===== src/sv/ccr_pkg.sv =====
`default_nettype none

package ccr_pkg;

  // Default number of fraction bits of positions, velocities and masses.
  localparam int FRAC_BITS_DEF = 16;

  // Depth of the queue between the classifier and the solver.
  localparam int Q_DEPTH = 4;
  localparam int Q_PTR_W = 2;
  localparam int LVL_W   = 3;
  localparam logic [LVL_W-1:0] Q_FULL = LVL_W'(Q_DEPTH);

  // Restitution of one in Q1.16.
  localparam logic [17:0] BOUNCE_ONE = 18'd65536;

  // One pair of circles as it arrives.
  typedef struct packed {
    logic [63:0] pos_a;
    logic [63:0] vel_a;
    logic [23:0] radius_a;
    logic [23:0] inv_mass_a;
    logic [16:0] bounce_a;
    logic [63:0] pos_b;
    logic [63:0] vel_b;
    logic [23:0] radius_b;
    logic [23:0] inv_mass_b;
    logic [16:0] bounce_b;
  } ccr_in_t;

  // One resolved pair.
  typedef struct packed {
    logic [63:0] new_pos_a;
    logic [63:0] new_vel_a;
    logic [63:0] new_pos_b;
    logic [63:0] new_vel_b;
    logic        collided;
  } ccr_out_t;

  // A classified pair as it sits in the queue.
  typedef struct packed {
    ccr_in_t            item;
    logic               collided;
    logic               zero_sum;
    logic signed [25:0] dx;
    logic signed [25:0] dy;
    logic signed [32:0] rvx;
    logic signed [32:0] rvy;
    logic [24:0]        rsum;
    logic [50:0]        d2;
    logic [24:0]        sum;
    logic [17:0]        gain;
  } ccr_cls_t;

  // Everything one solver stage carries.
  typedef struct packed {
    ccr_cls_t           c;
    logic [27:0]        srem;
    logic [25:0]        root;
    logic [24:0]        pen;
    logic [48:0]        pa;
    logic [48:0]        pb;
    logic [25:0]        nrx;
    logic [25:0]        nry;
    logic [24:0]        nqx;
    logic [24:0]        nqy;
    logic [24:0]        kra;
    logic [24:0]        krb;
    logic [24:0]        ka;
    logic [24:0]        kb;
    logic signed [25:0] nx;
    logic signed [25:0] ny;
    logic signed [51:0] kxa;
    logic signed [51:0] kya;
    logic signed [51:0] kxb;
    logic signed [51:0] kyb;
    logic signed [58:0] vpx;
    logic signed [58:0] vpy;
    logic [63:0]        npa;
    logic [63:0]        npb;
    logic signed [34:0] vn;
    logic [51:0]        qp;
    logic [58:0]        jpa;
    logic [58:0]        jpb;
    logic [24:0]        jra;
    logic [24:0]        jrb;
    logic [34:0]        ja;
    logic [34:0]        jb;
    logic signed [61:0] jxa;
    logic signed [61:0] jya;
    logic signed [61:0] jxb;
    logic signed [61:0] jyb;
    ccr_out_t           res;
  } ccr_work_t;

  // Queue status seen by the classifier and the solver.
  typedef struct packed {
    logic [LVL_W-1:0] level;
    logic             avail;
  } ccr_qstat_t;

  // Saturate a wide signed value to the signed 32-bit range.
  function automatic logic [31:0] sat32(input logic signed [37:0] v);
    if (v > 38'sd2147483647) begin
      return 32'h7FFF_FFFF;
    end else if (v < -38'sd2147483648) begin
      return 32'h8000_0000;
    end else begin
      return v[31:0];
    end
  endfunction

endpackage

`default_nettype wire


===== src/sv/ccr_queue.sv =====
`default_nettype none

module ccr_queue (
  input  logic                 clk,
  input  logic                 rst,
  input  logic                 push,
  input  ccr_pkg::ccr_cls_t    wdata,
  input  logic                 pop,
  output ccr_pkg::ccr_cls_t    head,
  output ccr_pkg::ccr_qstat_t  qstat
);

  ccr_pkg::ccr_cls_t              slots [ccr_pkg::Q_DEPTH];
  logic [ccr_pkg::Q_PTR_W-1:0]    wptr;
  logic [ccr_pkg::Q_PTR_W-1:0]    rptr;
  logic [ccr_pkg::LVL_W-1:0]      level;

  // Pointers and fill level.
  always_ff @(posedge clk) begin
    if (rst) begin
      wptr  <= '0;
      rptr  <= '0;
      level <= '0;
    end else begin
      if (push) begin
        wptr <= wptr + 1'b1;
      end
      if (pop) begin
        rptr <= rptr + 1'b1;
      end
      if (push && !pop) begin
        level <= level + 1'b1;
      end else if (pop && !push) begin
        level <= level - 1'b1;
      end
    end
  end

  // Entry storage.
  always_ff @(posedge clk) begin
    if (push) begin
      slots[wptr] <= wdata;
    end
  end

  assign head        = slots[rptr];
  assign qstat.level = level;
  assign qstat.avail = (level != '0);

  // The classifier books space, so the queue never overflows.
  a_no_overflow: assert property (@(posedge clk) disable iff (rst)
    push |-> (level != ccr_pkg::Q_FULL))
    else $error("Queue written while full.");

  // The solver only takes an entry that is there.
  a_no_underflow: assert property (@(posedge clk) disable iff (rst)
    pop |-> (level != '0))
    else $error("Queue read while empty.");

  // A transfer in without one out leaves the queue non-empty.
  a_fill: assert property (@(posedge clk) disable iff (rst)
    (push && !pop) |=> (level != '0))
    else $error("Queue level lost an entry.");

endmodule

`default_nettype wire


===== config.mk =====
export PLATFORM = sky130hd
export DESIGN_NAME = ccr_queue
export DESIGN_NICKNAME = d
export VERILOG_FILES = /design/src/sv/ccr_pkg.sv /design/src/sv/ccr_queue.sv
export SDC_FILE = /design/constraint.sdc
export NUM_CORES = 2
export LEC_CHECK = 0
export BUFFER_PORTS_ARGS = -buffer_cell sky130_fd_sc_hd__buf_2
export CAP_MARGIN = 20
export CORE_AREA = 2 2 512 514
export CTS_CLUSTER_DIAMETER = 100
export DETAILED_ROUTE_END_ITERATION = 6
export DIE_AREA = 0 0 514 516
export GPL_TIMING_DRIVEN = 0
export PLACE_DENSITY_LB_ADDON = 0.15
export SLEW_MARGIN = 15
export SYNTH_ARGS = -nofsm -noshare
export SYNTH_HDL_FRONTEND = slang
export SYNTH_SLANG_ARGS = --single-unit

===== constraint.sdc =====
create_clock -name clk -period 17.6 [get_ports clk]
set_input_delay 0 -clock clk [delete_from_list [all_inputs] [get_ports clk]]
set_output_delay 0 -clock clk [all_outputs]
set_load 0.01 [all_outputs]

# Word level (Yosys, flattened, before mapping)

Memory sizes are Yosys's and may differ from the RTL's. A register that Yosys moved wholly into a read port is not among the register bits.
Cells that the tools add are included.

Memory bits (writable): 2500
Memories: 1
Input port bits: 629
Register bits after elaboration: 7
Word-level logic and storage cells: 20

Reductions and logical operators: 6
Muxes and demuxes: 6
Add/subtract/negate cells: 4

Memory list:

| memory | words | width | read ports | clocked after Yosys merged registers in | write ports | RTL line        | RTL |
|---|---|---|---|---|---|---|---|
| slots  | 4     | 625   | 1          | 1                                       | 1           | ccr_queue.sv:13 | `ccr_pkg::ccr_cls_t slots [ccr_pkg::Q_DEPTH];` |

Operators by type and width:

| operator                                         | number |
|---|---|
| two-way mux 3 bit                                | 2 |
| adder 2 x 1 -> 2 bit, second input constant      | 2 |
| two-way mux 2 bit                                | 2 |
| adder 3 x 1 -> 3 bit, second input constant      | 1 |
| nonzero test 3 bit                               | 1 |
| subtractor 3 x 1 -> 3 bit, second input constant | 1 |
| logical AND 1 bit                                | 2 |
| logical NOT 1 bit                                | 2 |
| two-way mux 1 bit                                | 2 |
| nonzero test 2 bit                               | 1 |

# Longest topological paths before layout

Word-level depth: 4
Depth in mapped cells: 7
Depth with buffers taken out: 7

# Worst setup path after synthesis

No wires, ideal clock.

Path type: register -> register
From: register wptr[0] in the netlist's numbering
To: memory slots[0][0] in the netlist's numbering (enable)
Path slack: 1.926 ns
Required time: 16.530 ns
Stages on the path, launching flop included: 4
Clock period less this slack: 15.674 ns
Arrival time: 14.604 ns
Cells stage by stage: dfxtp_1 -> inv_1 -> ha_1 -> and2_1

RTL lines:

| item                     | RTL line        | RTL |
|---|---|---|
| start: declaration       | ccr_queue.sv:14 | `logic [ccr_pkg::Q_PTR_W-1:0] wptr;` |
| start signal: assignment | ccr_queue.sv:26 | `wptr <= wptr + 1'b1;` |
| end: declaration         | ccr_queue.sv:13 |  |

No word-level cell before the write port.

==> results.cfg <==
[floorplanning]
start_util_pct = 34.9
die_w_microns = 514
io_pins = 1258
die_area_sq_um = 265000
rows = 187
die_h_microns = 516
core_region_area_sq_um = 259000

[setup_path]
timing_worst_setup_path_type = reg -> out
cp_common_cell = buf_2
cp_max_fo = 11
worstPathRequired_ns = 17.60
slowest_stage = buf_2
path_cells = clkbuf_1, buf_2, buf_2, buf_2, mux4_2, buf_2
path_buf_inv = 5
startpoint_type = flop
setup.worst_path.end_class = output port
critical-path-top-delay-family = buffers and inverters
critPathMaxStageDelay_ns = 0.60
worstPathArrival_ns = 3.97

[job]
cap_violations = 0

[route]
drtIter0Drc = 3107
ant_nets = 0
dr.pass1.iters = 5
vias_per_cell = 4.78
wirelength_microns = 254000
wl_per_cell_microns = 25.9
route.vias.total = 46906
drc = 0

[global_route]
grt_max_degree = 46
grt_pass1_vias = 49759
grt_first_pass_wirelength_microns = 359000
grt_overflow = 0
antenna_found_initial = 98
track_usage_pct = 18.8

[final_layout]
multi_input_area_sq_um = 14300
final_area_sq_um = 124000
n_fill_cell = 21846
nNetsFinal = 6801
ff_latch_area_sq_um = 75300
area_growth_pct = 37.0
final_layout_size_suffix_gt1_share_pct = 38.5

[synthesis]
synthXorXnorAreaFrac_pct = 0.0484
yosysWarnings = 0
yosys.area_share.simple_pct = 0.0746
avgSynthCellArea_sq_um = 27.4
synthesis.nets = 3943
ys_seq_area_share_pct = 83.1
synth_top_area_cell = edfxtp_1
ys_top_cells_by_area = edfxtp_1, mux4_2, buf_2
synth_compound_area_share_pct = 0.0111
synthCells = 3308
ys_ff_latch = 2509
synthDominantCellAreaShare_pct = 82.9
muxShareOfSynthArea_pct = 15.6
synth_top_family_by_area = multiplexers
syn-cell-area_sq_um = 90500
ys_types = 19
synth_fa_ha_area_share_pct = 0.0912

[timing]
slew_violations = 0
fmax_ghz = 0.252
relSlewSlack_pct = 30.3
fin_tns_setup_ns = 0
finalHoldViolCount = 0
rsz0062_at_grt = no
setup_viol = 0
post-route-period-util_pct = 22.6
finalCriticalPeriod_ns = 3.97
tightest_slew_ns = 1.05
skew_ns = 0.0588

[power_and_ir_drop]
worst_ir_drop_vdd_mv = 0.0860
leakagePower_uw = 0.0424
power_density_nw_per_um2 = 114

[placed_design]
port_buffers = 1256
dpl-instance-area_sq_um = 103000
gp_congestion = 0.774
post-dp-hpwl_microns = 175000

[clock_tree]
path_clk_slew_ns = 0.05
ctsHtreeMaxLevel = 5
cts_sinks = 2509
post_cts_resize_count = 0
cts_buffers = 289
insertion_delay_ns = 0.88
cts_tree = yes
clockBufferDepth = 4
cts-root-buf = clkbuf_16
post-cts-setup-buffers = 0

[hold_path]
hp-class = in -> reg

[outcome]
status = completed
## worst register-to-register path: cells and delay by family, from the launching register on
family	cells	cell delay [ns]
AND/OR/NAND/NOR	1	0.60
flip-flops	1	0.34
adder cells (fa/ha/maj)	1	0.14
buffers and inverters	7	1.91
## power by group
| part | internal [uW] | switching, uW |
|---|---|---|
| sequential | 6870 | 52.3 |
| clock | 3250 | 2280 |
| combinational | 781 | 920 |
## cell type report
cell class | count | share of cell area (%)
multi-input combinational | 654 | 11.5
clock inverter | 135 | 0.858
inverter | 4 | 0.0121
sequential | 2509 | 60.7
tap | 3402 | 3.43
buffer | 141 | 0.769
antenna | 54 | 0.109
clock buffer | 349 | 6.08
timing repair buffer | 2567 | 16.5
## sequential cells by signal, indices dropped and copies added (netlist names), named ones only
name / count
rptr: 2
wptr: 2
level: 3
slots: 2500
## synthesized netlist by cell type
master	number
a21oi_1	1
and2_1	4
buf_2	69
buf_4	32
buf_6	29
clkbuf_1	11
dfxtp_1	9
edfxtp_1	2500
fa_1	1
ha_1	5
inv_1	4
mux2i_1	2
mux4_2	625
nand2_1	1
nor2_1	7
o21ai_0	1
or3_1	2
xnor2_1	2
xor2_1	3
## kinds of logic (layout without fill, tap and decap cells)
family | Yosys count | count (layout)
and+or+nand+nor | 14 | 14
other | 0 | 54
DFF | 2509 | 2509
buffers and inverters | 145 | 3196
adders and majority gates | 6 | 6
xor gates and xnor gates | 5 | 5
AOI/OAI and AO/OA | 2 | 2
muxes | 627 | 627
## worst paths after layout
kind                              from                 endpoint  slack, ns  cells past startpoint
hold / removal              wdata[316]  slots[3][316]$_DFFE_PP_       0.05                      2
hold reg to reg   rptr[0]$_SDFFE_PP0P_     rptr[0]$_SDFFE_PP0P_       0.54                      2
setup / recovery                  flop                head[314]      13.63                      6
setup reg to reg  wptr[1]$_SDFFE_PP0P_  slots[1][395]$_DFFE_PP_      14.29                      9
## repair_timing
| action | in CTS | in global routing |
|---|---|---|
| hold endpoints to repair | 2633 | 11 |
| setup endpoints to repair | 0 | 0 |
| hold buffers | 1240 | 3 |
## cell usage in the layout, fill, tap and decap left out
master / netlist / final
a21oi_1: 1 / 1
and2_4: 0 / 4
buf_12: 0 / 15
buf_16: 0 / 52
buf_2: 69 / 1325
buf_4: 32 / 32
buf_6: 29 / 29
buf_8: 0 / 1
bufinv_16: 0 / 15
clkbuf_1: 11 / 67
clkbuf_16: 0 / 293
clkinv_1: 0 / 65
clkinv_2: 0 / 39
clkinv_4: 0 / 2
clkinv_8: 0 / 2
clkinvlp_4: 0 / 3
dfxtp_1: 9 / 9
diode_2: 0 / 54
dlygate4sd3_1: 0 / 1243
edfxtp_1: 2500 / 2500
fa_1: 1 / 1
ha_1: 5 / 5
inv_1: 4 / 4
inv_16: 0 / 2
inv_6: 0 / 7
mux2i_1: 2 / 2
mux4_2: 625 / 625
nand2_1: 1 / 1
nor2_1: 7 / 7
o21ai_0: 1 / 1
or3_1: 2 / 2
xnor2_1: 2 / 2
xor2_1: 3 / 3
## routing by layer
| metal | GRT usage [%] | share of wire [%] |
|---|---|---|
| met5 | 0 | 0.15 |
| met4 | 5.55 | 3.2 |
| met3 | 7.06 | 9.1 |
| met2 | 31.8 | 50 |
| met1 | 22.2 | 38 |
## metrics by stage
step	hold slack, ns	power (uW)	util, %	setup slack [ns]	std cells
after floorplan	0.0989	7950	-	1.93	3308
after global placement	0.213	8870	39.0	-12.47	7966
after detailed placement	0.216	8550	39.7	14.06	8034
after CTS	0.000150	14400	47.8	13.07	9758
after global routing	0.00576	14700	47.8	13.18	9795
final	0.0498	14200	47.8	13.63	9815
Note: power is estimated with default switching activity, not from simulation.
